==> config.mk <==
export PLATFORM = sky130hd
export DESIGN_NAME = piecewise_linear_interpolator_core
export DESIGN_NICKNAME = d
export VERILOG_FILES = /design/src/hw/rtl/pli_pkg.sv /design/src/hw/rtl/pli_div.sv /design/src/hw/rtl/piecewise_linear_interpolator_core.sv
export SDC_FILE = /design/constraint.sdc
export NUM_CORES = 2
export LEC_CHECK = 0
export ABC_AREA = 1
export BUFFER_PORTS_ARGS = -buffer_cell sky130_fd_sc_hd__buf_4
export CAP_MARGIN = 20
export CORE_MARGIN = 2
export CORE_UTILIZATION = 60
export CTS_CLUSTER_SIZE = 24
export DETAILED_ROUTE_END_ITERATION = 16
export GPL_TIMING_DRIVEN = 0
export PLACE_DENSITY = 0.83
export SLEW_MARGIN = 10
export SYNTH_ARGS = -nofsm -noshare
export SYNTH_HDL_FRONTEND = slang
export SYNTH_SLANG_ARGS = --single-unit
==> constraint.sdc <==
create_clock -name clk -period 120.6 [get_ports clk]
set_input_delay 18.09 -clock clk [delete_from_list [all_inputs] [get_ports clk]]
set_output_delay 18.09 -clock clk [all_outputs]
set_load 0.01 [all_outputs]
==> src/hw/rtl/pli_pkg.sv <==
package pli_pkg;

  localparam int MaxEntries = 16;
  localparam int IdxW       = $clog2(MaxEntries);
  localparam int TempW      = 16;
  localparam int ValW       = 16;
  localparam int CountW     = 5;

  // Stream and configuration port widths.
  localparam int InDataW    = 56;
  localparam int OutDataW   = 24;
  localparam int CfgIdxW    = 1;
  localparam int CfgDataW   = 5;

  // Datapath widths.
  localparam int DiffW      = TempW + 1;
  localparam int ProdW      = 2 * DiffW;
  localparam int DenW       = TempW;
  localparam int DivSteps   = 17;
  localparam int RemW       = TempW + DivSteps;
  localparam int SumW       = DivSteps + 3;

  localparam int UnitOne    = 16384;
  localparam int ValMax     = 32767;
  localparam int ValMin     = -32768;

  typedef enum logic {
    OpWrite = 1'b0,
    OpEval  = 1'b1
  } op_t;

  localparam logic [1:0] StInside = 2'd0;
  localparam logic [1:0] StBelow  = 2'd1;
  localparam logic [1:0] StAbove  = 2'd2;

  localparam logic [CfgIdxW-1:0] CfgEntryCount = 1'b0;
  localparam logic [CfgIdxW-1:0] CfgClampUnit  = 1'b1;

  // One word in flight through the divider.
  typedef struct packed {
    logic [RemW-1:0]     rem;
    logic [DenW-1:0]     den;
    logic [DivSteps-1:0] quot;
    logic                ovf;
    logic                neg;
    logic                degen;
    logic [1:0]          status;
    logic [ValW-1:0]     y1;
  } pli_div_t;

endpackage

==> src/hw/rtl/pli_div.sv <==
module pli_div (
  input  logic              clk,
  input  logic              rst,
  input  logic              en,
  input  logic              in_valid,
  input  pli_pkg::pli_div_t din,
  output logic              out_valid,
  output pli_pkg::pli_div_t dout
);
  import pli_pkg::*;

  // Restoring divider, one quotient bit per stage, most significant bit first.
  // A dividend at or above den << DivSteps is flagged in ovf before it enters, so DivSteps bits suffice.
  pli_div_t            stg [DivSteps];
  logic [DivSteps-1:0] vld;

  for (genvar j = 0; j < DivSteps; j++) begin : g_step
    localparam int StepBit = DivSteps - 1 - j;
    pli_div_t        src;
    pli_div_t        stg_next;
    logic [RemW-1:0] trial;

    if (j == 0) begin : g_first
      assign src = din;
    end else begin : g_rest
      assign src = stg[j-1];
    end

    always_comb begin
      trial    = RemW'(src.den) << StepBit;
      stg_next = src;
      if (src.rem >= trial) begin
        stg_next.rem           = src.rem - trial;
        stg_next.quot[StepBit] = 1'b1;
      end
    end

    always_ff @(posedge clk) begin
      if (en) begin
        stg[j] <= stg_next;
      end
    end
  end

  always_ff @(posedge clk) begin
    if (rst) begin
      vld <= '0;
    end else if (en) begin
      vld <= {vld[DivSteps-2:0], in_valid};
    end
  end

  assign dout      = stg[DivSteps-1];
  assign out_valid = vld[DivSteps-1];

endmodule

==> src/hw/rtl/piecewise_linear_interpolator_core.sv <==
// Piecewise linear interpolation over a table of up to 16 breakpoints.
// Input words arrive on s_axis. tuser selects the kind of word: a write word
// loads one breakpoint (temperature and value) into the slot given by its
// index, and an evaluate word asks for the interpolated value at its query
// temperature. Only evaluate words produce an output word on m_axis.
// A write takes effect at the edge where it is accepted; any word accepted
// after it sees the new entry.
// The pipeline takes one word per cycle while the output is not stalled. The
// edge that accepts an evaluate word loads the query register; then come the
// table read, three arithmetic stages, a 17-stage restoring divider (one
// quotient bit per stage) and the output register.
// The configuration port writes entry_count and clamp_unit; write them only
// while no evaluate word is in flight.
// Reset clears all valid bits and sets entry_count to 2 and clamp_unit to 1.
// Table contents are not cleared and must be written before they are used.
// When the receiver holds m_axis_tready low with a word waiting, the whole
// pipeline stops and s_axis_tready drops until the word is taken.
module piecewise_linear_interpolator_core (
  input  logic                            clk,
  input  logic                            rst,
  input  logic                            s_axis_tvalid,
  output logic                            s_axis_tready,
  // entry_index[3:0], entry_temperature[19:4], entry_value[35:20],
  // query_temperature[51:36], zero fill[55:52]
  input  logic [pli_pkg::InDataW-1:0]     s_axis_tdata,
  // operation[0]
  input  logic                            s_axis_tuser,
  output logic                            m_axis_tvalid,
  input  logic                            m_axis_tready,
  // result_value[15:0], range_status[17:16], degenerate_segment[18],
  // zero fill[23:19]
  output logic [pli_pkg::OutDataW-1:0]    m_axis_tdata,
  input  logic                            cfg_we,
  input  logic [pli_pkg::CfgIdxW-1:0]     cfg_index,
  input  logic [pli_pkg::CfgDataW-1:0]    cfg_data
);
  import pli_pkg::*;

  logic              advance;
  logic              accept;
  op_t               in_op;
  logic [IdxW-1:0]   in_idx;
  logic [TempW-1:0]  in_temp;
  logic [ValW-1:0]   in_val;
  logic [TempW-1:0]  in_query;

  logic [CountW-1:0] entry_count;
  logic              clamp_unit;

  logic [TempW-1:0]      temp_ff [MaxEntries];
  logic [ValW+TempW-1:0] tbl_mem [MaxEntries];

  assign advance       = !m_axis_tvalid || m_axis_tready;
  assign s_axis_tready = advance;
  assign accept        = s_axis_tvalid && advance;

  assign in_op    = op_t'(s_axis_tuser);
  assign in_idx   = s_axis_tdata[3:0];
  assign in_temp  = s_axis_tdata[19:4];
  assign in_val   = s_axis_tdata[35:20];
  assign in_query = s_axis_tdata[51:36];

  always_ff @(posedge clk) begin
    if (rst) begin
      entry_count <= CountW'(2);
      clamp_unit  <= 1'b1;
    end else if (cfg_we) begin
      unique case (cfg_index)
        CfgEntryCount: entry_count <= cfg_data;
        CfgClampUnit:  clamp_unit  <= cfg_data[0];
        default:       ;
      endcase
    end
  end

  // The comparators need every temperature at once, so the temperatures are
  // kept in flops as well as in the table memory.
  always_ff @(posedge clk) begin
    if (accept && in_op == OpWrite) begin
      temp_ff[in_idx] <= in_temp;
      tbl_mem[in_idx] <= {in_val, in_temp};
    end
  end

  // Stage 1: query register.
  logic             s1_valid;
  logic [TempW-1:0] s1_query;

  always_ff @(posedge clk) begin
    if (rst) begin
      s1_valid <= 1'b0;
    end else if (advance) begin
      s1_valid <= accept && in_op == OpEval;
    end
  end

  always_ff @(posedge clk) begin
    if (advance) begin
      s1_query <= in_query;
    end
  end

  // Segment search against all breakpoints in parallel.
  logic [MaxEntries-1:0] ge;
  logic [IdxW-1:0]       n_m1;
  logic [IdxW-1:0]       first;
  logic [IdxW-1:0]       addr_hi;
  logic [IdxW-1:0]       addr_lo;
  logic                  below;
  logic                  above;
  logic [1:0]            status_next;

  always_comb begin
    if (entry_count < CountW'(2)) begin
      n_m1 = IdxW'(1);
    end else if (entry_count > CountW'(MaxEntries)) begin
      n_m1 = IdxW'(MaxEntries - 1);
    end else begin
      n_m1 = IdxW'(entry_count - CountW'(1));
    end
    for (int k = 0; k < MaxEntries; k++) begin
      ge[k] = temp_ff[k] >= s1_query;
    end
    first = '0;
    for (int k = MaxEntries - 1; k >= 0; k--) begin
      if (ge[k]) begin
        first = IdxW'(k);
      end
    end
    below = temp_ff[0] > s1_query;
    above = !ge[n_m1];
    // Below the table wins over above it when the table is unsorted.
    priority if (below) begin
      addr_hi     = IdxW'(1);
      status_next = StBelow;
    end else if (above) begin
      addr_hi     = n_m1;
      status_next = StAbove;
    end else if (first == '0) begin
      addr_hi     = IdxW'(1);
      status_next = StInside;
    end else begin
      addr_hi     = first;
      status_next = StInside;
    end
    addr_lo = addr_hi - IdxW'(1);
  end

  // Stage 2: both segment ends read from the table.
  logic                  s2_valid;
  logic [TempW-1:0]      s2_query;
  logic [1:0]            s2_status;
  logic [ValW+TempW-1:0] rd_lo;
  logic [ValW+TempW-1:0] rd_hi;

  always_ff @(posedge clk) begin
    if (advance) begin
      rd_lo <= tbl_mem[addr_lo];
      rd_hi <= tbl_mem[addr_hi];
    end
  end

  always_ff @(posedge clk) begin
    if (rst) begin
      s2_valid <= 1'b0;
    end else if (advance) begin
      s2_valid <= s1_valid;
    end
  end

  always_ff @(posedge clk) begin
    if (advance) begin
      s2_query  <= s1_query;
      s2_status <= status_next;
    end
  end

  logic [TempW-1:0]        x1;
  logic [TempW-1:0]        x2;
  logic [ValW-1:0]         y1;
  logic [ValW-1:0]         y2;
  logic signed [DiffW-1:0] dt_next;
  logic signed [DiffW-1:0] dy_next;
  logic signed [DiffW-1:0] dq_next;

  assign x1      = rd_lo[TempW-1:0];
  assign y1      = rd_lo[ValW+TempW-1:TempW];
  assign x2      = rd_hi[TempW-1:0];
  assign y2      = rd_hi[ValW+TempW-1:TempW];
  assign dt_next = $signed({1'b0, x2}) - $signed({1'b0, x1});
  assign dy_next = $signed({y2[ValW-1], y2}) - $signed({y1[ValW-1], y1});
  assign dq_next = $signed({1'b0, s2_query}) - $signed({1'b0, x1});

  // Stage 3: differences.
  logic                    s3_valid;
  logic signed [DiffW-1:0] s3_dt;
  logic signed [DiffW-1:0] s3_dy;
  logic signed [DiffW-1:0] s3_dq;
  logic [ValW-1:0]         s3_y1;
  logic [1:0]              s3_status;

  always_ff @(posedge clk) begin
    if (rst) begin
      s3_valid <= 1'b0;
    end else if (advance) begin
      s3_valid <= s2_valid;
    end
  end

  always_ff @(posedge clk) begin
    if (advance) begin
      s3_dt     <= dt_next;
      s3_dy     <= dy_next;
      s3_dq     <= dq_next;
      s3_y1     <= y1;
      s3_status <= s2_status;
    end
  end

  logic signed [ProdW-1:0] prod_next;
  logic [DiffW-1:0]        dt_mag;

  assign prod_next = ProdW'(s3_dy) * ProdW'(s3_dq);
  assign dt_mag    = s3_dt[DiffW-1] ? -s3_dt : s3_dt;

  // Stage 4: product and divisor magnitude.
  logic                    s4_valid;
  logic signed [ProdW-1:0] s4_prod;
  logic [DenW-1:0]         s4_ad;
  logic                    s4_dtneg;
  logic                    s4_degen;
  logic [ValW-1:0]         s4_y1;
  logic [1:0]              s4_status;

  always_ff @(posedge clk) begin
    if (rst) begin
      s4_valid <= 1'b0;
    end else if (advance) begin
      s4_valid <= s3_valid;
    end
  end

  always_ff @(posedge clk) begin
    if (advance) begin
      s4_prod   <= prod_next;
      s4_ad     <= dt_mag[DenW-1:0];
      s4_dtneg  <= s3_dt[DiffW-1];
      s4_degen  <= s3_dt == '0;
      s4_y1     <= s3_y1;
      s4_status <= s3_status;
    end
  end

  // Rounding adds half the divisor before a truncating divide. A quotient
  // that would not fit saturates the result anyway, so it is flagged here.
  logic [ProdW-1:0] prod_mag;
  logic [RemW-1:0]  num;
  pli_div_t         div_in_next;

  always_comb begin
    prod_mag               = s4_prod[ProdW-1] ? -s4_prod : s4_prod;
    num                    = prod_mag[RemW-1:0] + RemW'(s4_ad >> 1);
    div_in_next.rem        = num;
    div_in_next.den        = s4_ad;
    div_in_next.quot       = '0;
    div_in_next.ovf        = num >= (RemW'(s4_ad) << DivSteps);
    div_in_next.neg        = s4_prod[ProdW-1] ^ s4_dtneg;
    div_in_next.degen      = s4_degen;
    div_in_next.status     = s4_status;
    div_in_next.y1         = s4_y1;
  end

  // Stage 5: divider input register.
  logic     div_in_valid;
  pli_div_t div_in;
  logic     div_out_valid;
  pli_div_t div_out;

  always_ff @(posedge clk) begin
    if (rst) begin
      div_in_valid <= 1'b0;
    end else if (advance) begin
      div_in_valid <= s4_valid;
    end
  end

  always_ff @(posedge clk) begin
    if (advance) begin
      div_in <= div_in_next;
    end
  end

  pli_div u_div (
    .clk       (clk),
    .rst       (rst),
    .en        (advance),
    .in_valid  (div_in_valid),
    .din       (div_in),
    .out_valid (div_out_valid),
    .dout      (div_out)
  );

  // Sign, base value and final limit.
  logic [DivSteps:0]      qmag;
  logic signed [SumW-1:0] q_signed;
  logic signed [SumW-1:0] v_sum;
  logic [ValW-1:0]        res_next;

  always_comb begin
    qmag     = div_out.ovf ? (DivSteps+1)'(1) << DivSteps : {1'b0, div_out.quot};
    q_signed = div_out.neg ? -$signed(SumW'(qmag)) : $signed(SumW'(qmag));
    if (div_out.degen) begin
      v_sum = '0;
    end else begin
      v_sum = SumW'($signed(div_out.y1)) + q_signed;
    end
    if (clamp_unit) begin
      priority if (v_sum < 0) begin
        res_next = '0;
      end else if (v_sum > SumW'(UnitOne)) begin
        res_next = ValW'(UnitOne);
      end else begin
        res_next = v_sum[ValW-1:0];
      end
    end else begin
      priority if (v_sum < SumW'(ValMin)) begin
        res_next = ValW'(ValMin);
      end else if (v_sum > SumW'(ValMax)) begin
        res_next = ValW'(ValMax);
      end else begin
        res_next = v_sum[ValW-1:0];
      end
    end
  end

  always_ff @(posedge clk) begin
    if (rst) begin
      m_axis_tvalid <= 1'b0;
    end else if (advance) begin
      m_axis_tvalid <= div_out_valid;
    end
  end

  always_ff @(posedge clk) begin
    if (advance) begin
      m_axis_tdata <= {5'b0, div_out.degen, div_out.status, res_next};
    end
  end

  a_write_no_result: assert property (@(posedge clk) disable iff (rst)
    (accept && in_op == OpWrite) |=> !s1_valid)
    else $error("write word entered the result pipeline");

  a_segment_upper: assert property (@(posedge clk) disable iff (rst)
    s1_valid |-> (addr_hi != '0 && addr_lo == addr_hi - IdxW'(1)))
    else $error("segment upper end selects the first breakpoint");

  a_below_first_segment: assert property (@(posedge clk) disable iff (rst)
    (s1_valid && below) |-> (addr_hi == IdxW'(1) && status_next == StBelow))
    else $error("query below the table did not take the first segment");

  a_degen_zero: assert property (@(posedge clk) disable iff (rst)
    (m_axis_tvalid && m_axis_tdata[18]) |-> m_axis_tdata[15:0] == '0)
    else $error("degenerate segment with nonzero result");

  a_status_code: assert property (@(posedge clk) disable iff (rst)
    m_axis_tvalid |-> (m_axis_tdata[17:16] == StInside ||
                       m_axis_tdata[17:16] == StBelow ||
                       m_axis_tdata[17:16] == StAbove))
    else $error("range status out of range");

endmodule

==> flow_metrics.env <==
export IMPL_status="completed"
export IMPL_cts_buffers=218
export IMPL_gp_congestion=1.05
export IMPL_grt_pass1_vias=85400
export IMPL_port_buffers=84
export IMPL_path_clk_slew_ps=60
export IMPL_rsz0062_at_grt="no"
export IMPL_grt_overflow_total=0
export IMPL_critPathKind="input pin to output port"
export IMPL_die_area_sq_um=201000
export IMPL_area_growth_pct=11.3
export IMPL_syn_area_per_cell_sq_um=10.4
export IMPL_synth_ff_latch_count=2161
export IMPL_antenna_left=0
export IMPL_rr_startpoint="s3_dq[9]"
export IMPL_crit_required_ps=102510
export IMPL_drt_initial_drc_count=12100
export IMPL_grt_pass1_wl_mm=566
export IMPL_worstSetupStartpointType="input pin"
export IMPL_tightest_slew_ps=1410
export IMPL_netlist_area_sq_um=118000
export IMPL_final_layout_size_suffix_gt1_frac=0.0683
export IMPL_yosys_warnings=0
export IMPL_ff2ff_path_depth=26
export IMPL_async_reset_ff_frac=0
export IMPL_htree_levels=4
export IMPL_die_x_um=448
export IMPL_grt_max_degree=72
export IMPL_cts_root_buf="clkbuf_16"
export IMPL_crit_path_end_kind="output port"
export IMPL_synth_most_common_cell="nand2_1"
export IMPL_max_slew_margin=0.0608
export IMPL_cts_resized_gates=0
export IMPL_synth_common_cells="nand2_1 (2427), edfxtp_1 (2132), inv_1 (1566)"
export IMPL_cp_max_fo=71
export IMPL_r2r_slack_ps=113020
export IMPL_vias=89200
export IMPL_gr_usage_all_layers=0.393
export IMPL_whs_path_depth=0
export IMPL_yosysTopAreaCell="edfxtp_1"
export IMPL_coreArea_sq_um=195000
export IMPL_cts_sinks=2161
export IMPL_worst_hold_path_type="register to register"
export IMPL_hold_end="u_div.stg[0][0]"
export IMPL_antenna_found_initial=35
export IMPL_netlist_instances=11400
export IMPL_post_route_period_util=0.327
export IMPL_drc=0
export IMPL_hpwl_mm=286
export IMPL_ctsHoldBuffers=0
export IMPL_period_minus_slack_ps=39400
export IMPL_placed_area_sq_um=124000
export IMPL_synth_top_area_share=0.541
export IMPL_post_cts_setup_buffers=0
export IMPL_setup_tns_ps=0
export IMPL_clockBufferDepth=3
export IMPL_max_freq_mhz=25.4
export IMPL_setup_violations=0
export IMPL_timing_rr_end="s4_prod[30]"
export IMPL_arrival_ps=21310
export IMPL_synth_area_leaders="edfxtp_1 (54%), nand2_1 (7.7%), ha_1 (7.6%), fa_1 (5.4%), inv_1 (5.0%)"
export IMPL_yosysSeqAreaShare=0.546
export IMPL_viasPerCell=6.11
export IMPL_first_pass_iters=9
export IMPL_initial_core_util=0.605
export IMPL_synthDistinctLibCells=76
export IMPL_max_cap_violations=0
export IMPL_fin_skew_ps=84.1
export IMPL_holdCritStartpoint="div_in[0]"
export IMPL_final_area_sq_um=132000
export IMPL_finalMaxSlewViolations=0
export IMPL_die_y_um=448
export IMPL_num_rows=162
export IMPL_final_net_count=12900
export IMPL_insertion_delay_ps=910
export IMPL_cts_tree="yes"
export IMPL_synth_main_ff_cell="edfxtp_1"
export IMPL_hold_viol=0
export IMPL_routedWlPerCell_um=27.2
export IMPL_io_pins=94
export IMPL_wirelength_mm=397
export IMPL_synth_edff_count=2132
how the worst max path moves through the flow:
stage                              from       endpoint  slack, ps  cells after the start
final                     m_axis_tready  s_axis_tready      81200                     11
after detailed placement  m_axis_tready  s_axis_tready      81190                     11
after floorplan           m_axis_tready  s_axis_tready      40480                      3
after global routing      m_axis_tready  s_axis_tready      80950                     11
after global placement    m_axis_tready  s_axis_tready      23660                      5
after CTS                 m_axis_tready  s_axis_tready      81210                     11
sequential cells by signal, summed over array words and instances, names as in the netlist, 19 cells and up:
signal / cells
m_axis_tdata: 19
rd_lo: 32
tbl_mem: 512
u_div.stg: 1294
div_in: 70
rd_hi: 32
s4_prod: 34
routing by layer:
layer | GRT usage | wire length (um) | vias up
met3 | 0.106 | 44600 | 1447
met4 | 0.247 | 30900 | 18
met5 | 0 | 118 | -
met2 | 0.600 | 175000 | 5525
met1 | 0.501 | 147000 | 42800
li1 | - | - | 39400
placed cells by master (no fill, tap or decap), types with 26 or more instances in the layout:
master,count
or2_2,27
buf_16,38
o211ai_1,83
o21ai_1,39
o21ai_0,488
nand4_1,143
nor2_1,642
buf_2,163
clkbuf_1,196
clkinv_2,29
ha_1,715
edfxtp_1,2132
buf_4,107
xor2_1,279
nand3b_1,80
o21bai_1,26
fa_1,317
a21oi_1,616
nand2_1,2427
nand3_1,768
xnor2_1,231
a31oi_1,28
bufinv_16,29
inv_1,1566
nor3_1,87
clkbuf_16,218
dfxtp_1,29
nor4_1,79
clkinv_1,30
layout make-up:
type                            instances  area, sq um
Antenna cell                           21         52.6
Buffer                                369         1710
Clock buffer                          260         5660
Clock inverter                        144         1840
Fill cell                           14600        63700
Inverter                             1584         5950
Multi-Input combinational cell       7270        46100
Sequential cell                      2161        64600
Tap cell                             2624         3280
Timing Repair Buffer                  167         2440
cells by family after synthesis:
logic type	after synthesis	synth area share
fa+ha+maj	1032	0.129
other cells	1	0.0000317
simple gates	4338	0.158
flops	2161	0.546
xor+xnor	511	0.0379
buf+inv	1953	0.0647
compound gates	1384	0.0642
critical path, cell delays in order:
cell and delay (ps):
buf_4 80, nor2_1 70, inv_1 160, clkbuf_4 550
buf_16 360, buf_16 310, buf_16 320, buf_16 320
buf_16 330, buf_16 330, buf_4 190
per-stage QoR:
step                utilization  worst slack [ps]  hold WS [ps]  std cells
global placement          0.625             23660           401      14100
finish                    0.674             81200           355      14600
floorplan                     -             40480           400      11400
detailed placement        0.635             81190           405      14200
global route              0.674             80950           363      14600
CTS                       0.673             81210           357      14600
Power is not shown: default switching activity piles up to over one toggle a cycle in this logic, so the estimate is an artifact.
